==> config.mk <==
export PLATFORM = sky130hd
export DESIGN_NAME = havf_queue
export DESIGN_NICKNAME = d
export VERILOG_FILES = /design/src/hw/rtl/havf_pkg.sv /design/src/hw/rtl/havf_queue.sv
export SDC_FILE = /design/constraint.sdc
export NUM_CORES = 1
export LEC_CHECK = 0
export ABC_AREA = 1
export BUFFER_PORTS_ARGS = -buffer_cell sky130_fd_sc_hd__buf_4
export CORE_ASPECT_RATIO = 1.5
export CORE_MARGIN = 3
export CORE_UTILIZATION = 28
export CTS_CLUSTER_DIAMETER = 150
export DETAILED_ROUTE_END_ITERATION = 7
export GPL_TIMING_DRIVEN = 0
export HOLD_SLACK_MARGIN = 0.1
export PLACE_DENSITY = 0.57
export SLEW_MARGIN = 20
export SYNTH_ARGS = -nofsm -noshare
export SYNTH_HDL_FRONTEND = slang
export SYNTH_SLANG_ARGS = --single-unit
==> constraint.sdc <==
create_clock -name clock -period 3 [get_ports clock]
set_clock_uncertainty 0.15 [all_clocks]
set_input_delay 0.6 -clock clock [delete_from_list [all_inputs] [get_ports clock]]
set_output_delay 0.6 -clock clock [all_outputs]
set_load 0.01 [all_outputs]
==> src/hw/rtl/havf_pkg.sv <==
// Shared types and constants for the HTML attribute value finder.
// No dependencies; every other file of the block imports this package.
`timescale 1ns / 1ps

package havf_pkg;

   localparam int TEXT_BYTE_W   = 8;
   localparam int SEEK_WORD_W   = 64;
   localparam int SEEK_LEN_W    = 5;
   localparam int SEEK_BYTES    = 16;
   localparam int OFFSET_W      = 12;
   localparam int LENGTH_W      = 13;
   localparam int CSR_INDEX_W   = 2;
   localparam int PHASE_W       = 3;

   localparam logic [CSR_INDEX_W-1:0] CSR_SEEK_NAME_LOW    = 2'd0;
   localparam logic [CSR_INDEX_W-1:0] CSR_SEEK_NAME_HIGH   = 2'd1;
   localparam logic [CSR_INDEX_W-1:0] CSR_SEEK_NAME_LENGTH = 2'd2;

   localparam logic [TEXT_BYTE_W-1:0] CHAR_EQUAL  = 8'h3D;
   localparam logic [TEXT_BYTE_W-1:0] CHAR_DQUOTE = 8'h22;
   localparam logic [TEXT_BYTE_W-1:0] CHAR_SQUOTE = 8'h27;
   localparam logic [TEXT_BYTE_W-1:0] CHAR_SPACE  = 8'h20;
   localparam logic [TEXT_BYTE_W-1:0] CHAR_TAB    = 8'h09;
   localparam logic [TEXT_BYTE_W-1:0] CHAR_CR     = 8'h0D;
   localparam logic [TEXT_BYTE_W-1:0] CHAR_UPPER_A = 8'h41;
   localparam logic [TEXT_BYTE_W-1:0] CHAR_UPPER_Z = 8'h5A;
   localparam logic [TEXT_BYTE_W-1:0] CASE_OFFSET  = 8'h20;

   // One classified text byte, as it travels from the front end to the parser.
   typedef struct packed {
      logic [TEXT_BYTE_W-1:0] folded;
      logic                   is_space;
      logic                   is_equal;
      logic                   is_dquote;
      logic                   is_squote;
      logic                   final_byte;
   } havf_class_type;

   // Configuration seen by the parser.
   typedef struct packed {
      logic [SEEK_WORD_W-1:0] seek_name_low;
      logic [SEEK_WORD_W-1:0] seek_name_high;
      logic [SEEK_LEN_W-1:0]  seek_name_length;
   } havf_cfg_type;

endpackage

==> src/hw/rtl/havf_queue.sv <==
// Short FIFO of classified bytes between the front end and the parser.
// Depends on havf_pkg for the entry type.
`timescale 1ns / 1ps

module havf_queue
   import havf_pkg::*;
#(
   parameter int DEPTH = 2
)
(
   input  logic           clock,
   input  logic           reset,
   input  logic           push_valid,
   input  havf_class_type push_item,
   output logic           push_ready,
   output logic           pop_valid,
   output havf_class_type pop_item,
   input  logic           pop_ready
);

   localparam int PTR_W = (DEPTH > 1) ? $clog2(DEPTH) : 1;
   localparam int CNT_W = $clog2(DEPTH + 1);
   localparam logic [PTR_W-1:0] PTR_LAST = PTR_W'(DEPTH - 1);
   localparam logic [CNT_W-1:0] CNT_FULL = CNT_W'(DEPTH);

   havf_class_type   entry_ff [DEPTH];
   logic [PTR_W-1:0] wr_ptr_ff, wr_ptr_in;
   logic [PTR_W-1:0] rd_ptr_ff, rd_ptr_in;
   logic [CNT_W-1:0] count_ff, count_in;
   logic             do_push, do_pop;

   assign push_ready = (count_ff != CNT_FULL);
   assign pop_valid  = (count_ff != '0);
   assign pop_item   = entry_ff[rd_ptr_ff];
   assign do_push    = push_valid && push_ready;
   assign do_pop     = pop_valid && pop_ready;

   always_comb begin
      wr_ptr_in = wr_ptr_ff;
      rd_ptr_in = rd_ptr_ff;
      count_in  = count_ff;
      if (do_push) begin
         wr_ptr_in = (wr_ptr_ff == PTR_LAST) ? '0 : wr_ptr_ff + PTR_W'(1);
      end
      if (do_pop) begin
         rd_ptr_in = (rd_ptr_ff == PTR_LAST) ? '0 : rd_ptr_ff + PTR_W'(1);
      end
      if (do_push && !do_pop) begin
         count_in = count_ff + CNT_W'(1);
      end else if (do_pop && !do_push) begin
         count_in = count_ff - CNT_W'(1);
      end
   end

   always_ff @(posedge clock) begin
      if (reset) begin
         wr_ptr_ff <= '0;
         rd_ptr_ff <= '0;
         count_ff  <= '0;
      end else begin
         wr_ptr_ff <= wr_ptr_in;
         rd_ptr_ff <= rd_ptr_in;
         count_ff  <= count_in;
      end
   end

   always_ff @(posedge clock) begin
      if (do_push) begin
         entry_ff[wr_ptr_ff] <= push_item;
      end
   end

endmodule

After elaboration in Yosys (flattened, before gate mapping)

Memory sizes are Yosys's and may differ from the RTL's. A register that Yosys moved wholly into a read port is not among the register bits.
Cells that the tools add are included.

Reductions and logical operators: 8
Eq/ne operators: 1
Mux-type cells: 8
Add/sub/neg operators: 4

Operators with widths:

| cell                  | number |
|---|---|
| $mux W1               | 6 |
| $logic_and A1 B1 Y1   | 4 |
| $mux W2               | 2 |
| $reduce_bool A2 Y1    | 2 |
| $add A1 B1 Y1 const B | 2 |
| $add A2 B1 Y2 const B | 1 |
| $logic_not A1 Y1      | 2 |
| $ne A2 B2 Y1 const B  | 1 |
| $sub A2 B1 Y2 const B | 1 |

Memories kept: 1
Word-level logic and storage cells: 25
RAM bits: 26
Bits in registers: 4

Memories:

| name     | words | bits a word | rd ports | clocked after memory_dff | wr ports | RTL line         | source |
|---|---|---|---|---|---|---|---|
| entry_ff | 2     | 13          | 1        | 1                        | 1        | havf_queue.sv:26 | `havf_class_type entry_ff [DEPTH];` |

Longest topological paths before layout

Word-level depth: 6
Gate-level depth with buffers: 11

Worst setup path after synthesis

OpenSTA, ideal clock, no wires.

Kind: input to register
Start: input port push_valid
End: memory entry_ff[1][0] (netlist bit), enable pin
Setup time: 0.382 ns
Stages: 2
Path slack: 1.233 ns
Buffers on the path: 0
Data arrival time: 1.235 ns
Cells stage by stage: nand2_2 -> nor2_1

Word-level cells in the longest chain between the ends: 3

RTL lines:

| item                          | RTL line         | source |
|---|---|---|
| start: declaration            | havf_queue.sv:13 | `input logic push_valid,` |
| $logic_and A1 B1 Y1           | havf_queue.sv:35 | `assign do_push = push_valid && push_ready;` |
| $mux W1                       | havf_queue.sv:68 | `if (do_push) begin` |
| $mux W1 (implied by the code) | havf_queue.sv:69 | `entry_ff[wr_ptr_ff] <= push_item;` |
| end: declaration              | havf_queue.sv:26 |  |

Every way passes these cells.

==> summary.txt <==
Post-Syn Instances: 77
nets: 133
post-layout min period: 2.12 ns
# diodes: 0
Worst path slowest cell: dfxtp_1
Pwr Density: 807 nW/um2
Tcrit/Tclk final: 70.7%
core footprint: 4060 um2
Post-Synth Adder-Cell Area: 1.03%
post-synthesis net count: 95
CTS root buffer: clkbuf_8
CTS buffer count: 5
MaxCap Viol Count: 0
antenna viol nets, final: 0
final slew viol count: 0
mux cell area share after synthesis: 15.1%
Reg clk slew, reported paths: 0.06 ns
vias in the first global route: 748
Avg WL per Cell: 13.0 um
clk_lat worst skew: 0.28 ns
FMAX: 0.471 GHz
Synth-to-Final Area Change: 31.0%
IO Pins: 32
number of synthesized register bits: 31
Synth Area in Compound Gates: 1.64%
CP required: 2.25 ns
simple-gate area share of the yosys netlist: 6.67%
first-pass GRT wire length: 3.28 mm
Routed WL: 2.09 mm
setup ws final: 0.879 ns
gr usage total: 9.03%
total clock sinks: 31
Bufs and invs on worst path: 2
leak pwr: 0.660 nW
initial core utilization: 30.0%
Via Count: 713
setup_tns: 0 ns
CTS H-Tree Depth: 2
final hold violations: 0
I/O Buffers: 31
CTS resizes: 0
DIE AREA: 5200 um2
setup bufs post-CTS: 0
outcome: finished clean
most common cell after layout, fill and taps aside: buf_4
RSZ-0062 raised after global routing: no
kind of critical path: reg2out
post-synthesis sequential area ratio: 72.2%
Final Wtd Congestion: 0.577
Critical Path Fanout Max: 10
CTS tree: done
Final Cell Area: 1600 um2
CP top delay family: flip-flops
worst min path class: in2reg
actual slew at the worst max-slew pin: 0.682 ns
pre-CTS setup slack: 0.822 ns
vias per cell: 4.43
first drt pass iteration count: 3
CTS Hold Bufs: 0
largest net degree at the start of global routing: 14
Horiz. Die Dim: 59.9 um
number of remaining DRC errors: 0
max_slew headroom: 54.5%
most frequent cells in the layout: buf_4, edfxtp_1, mux2_4, inv_1, nand2_1
Max clock buf depth: 2
post-synthesis xor/xnor area fraction: 0%
post-detail-place hpwl: 1.57 mm
IR drop worst, VDD: 484 uV
Syn Area/Cell: 15.8 um2
critical path data arrival time: 1.37 ns
drt initial violations: 14
Yosys warning count: 0
layout cells sized above 1: 50.0%
met2 routed WL: 1.18 mm
Routed met1 length: 683 um
die height: 86.8 um
antenna violations before repair: 0
WL met3: 169 um
synthesized area: 1220 um2
sequence of cells on the critical path: buf_6 -> mux2_4 -> buf_4
Top Metal Used: met4
final setup vio count: 0
dpl cell area: 1510 um2
post-synth cell types: 15
largest family of logic cells by synthesized area: multiplexers
CP Launch Type: flip-flop
GR Overflow Total: 0
max incr delay on CP: 0.42 ns
crit end category: output pin
# rows: 28
[sequential cells by signal, summed over array words and instances, names as in the netlist, named ones only]
register   cells
count_ff       2
wr_ptr_ff      1
rd_ptr_ff      1
entry_ff      26
[power by group]
group	internal, mW	leakage [nW]	switching (mW)
Combinational	0.206	0.328	0.202
Sequential	0.549	0.284	0.0318
Clock	0.158	0.0477	0.143
Total	0.913	0.660	0.377
[path summary, 6_finish.rpt]
| path | start | end | slack, ns | depth (start not counted) |
|---|---|---|---|---|
| min | push_item[1] | entry_ff[1][1] | 0.35 | 1 |
| min reg2reg | rd_ptr_ff | rd_ptr_ff | 0.36 | 2 |
| max | flip-flop | pop_item[12] | 0.88 | 3 |
| max reg2reg | count_ff[0] | entry_ff[0][4] | 1.33 | 4 |
[synth_stat cells]
cell type	instances	area [um2]
a21oi_1	2	10.0
buf_6	1	11.3
dfxtp_1	5	100
edfxtp_1	26	781
ha_1	1	12.5
inv_1	7	26.3
inv_2	1	3.75
mux2_2	3	33.8
mux2_4	10	150
nand2_1	7	26.3
nand2_2	2	12.5
nand3_1	2	10.0
nand4_1	1	6.26
nor2_1	7	26.3
o21ai_0	2	10.0
[through the flow]
stage | instances | hold slack (ns) | util, % | power, mW
floorplan | 77 | 0.304 | - | 0.834
global placement | 153 | 0.317 | 37.1 | 0.978
detailed placement | 153 | 0.347 | 37.1 | 1.00
CTS | 161 | 0.339 | 39.2 | 1.31
global route | 161 | 0.328 | 39.3 | 1.37
finish | 161 | 0.354 | 39.3 | 1.29
[cells by family after synthesis]
| kind of cell | Yosys count |
|---|---|
| multiplexers | 13 |
| AND/OR/NAND/NOR | 19 |
| AO/OA/AOI/OAI | 4 |
| flip-flops | 31 |
| adder cells (fa/ha/maj) | 1 |
| buffers and inverters | 9 |
[final cells by class]
class,count,area (um2)
buffer,1,11.3
inverter,8,30.0
sequential,31,881
tap,45,56.3
multi-input combinational,37,303
timing repair buffer,31,233
fill,404,2470
clock buffer,5,68.8
clock inverter,3,15.0
[layer usage]
layer / global-route usage [%] / vias up
met3: 4.62 / 7
met5: 0 / -
met2: 15.7 / 25
met1: 7.83 / 335
li1: - / 346
met4: 5.44 / 0
Note: power is estimated with default switching activity, not from simulation.
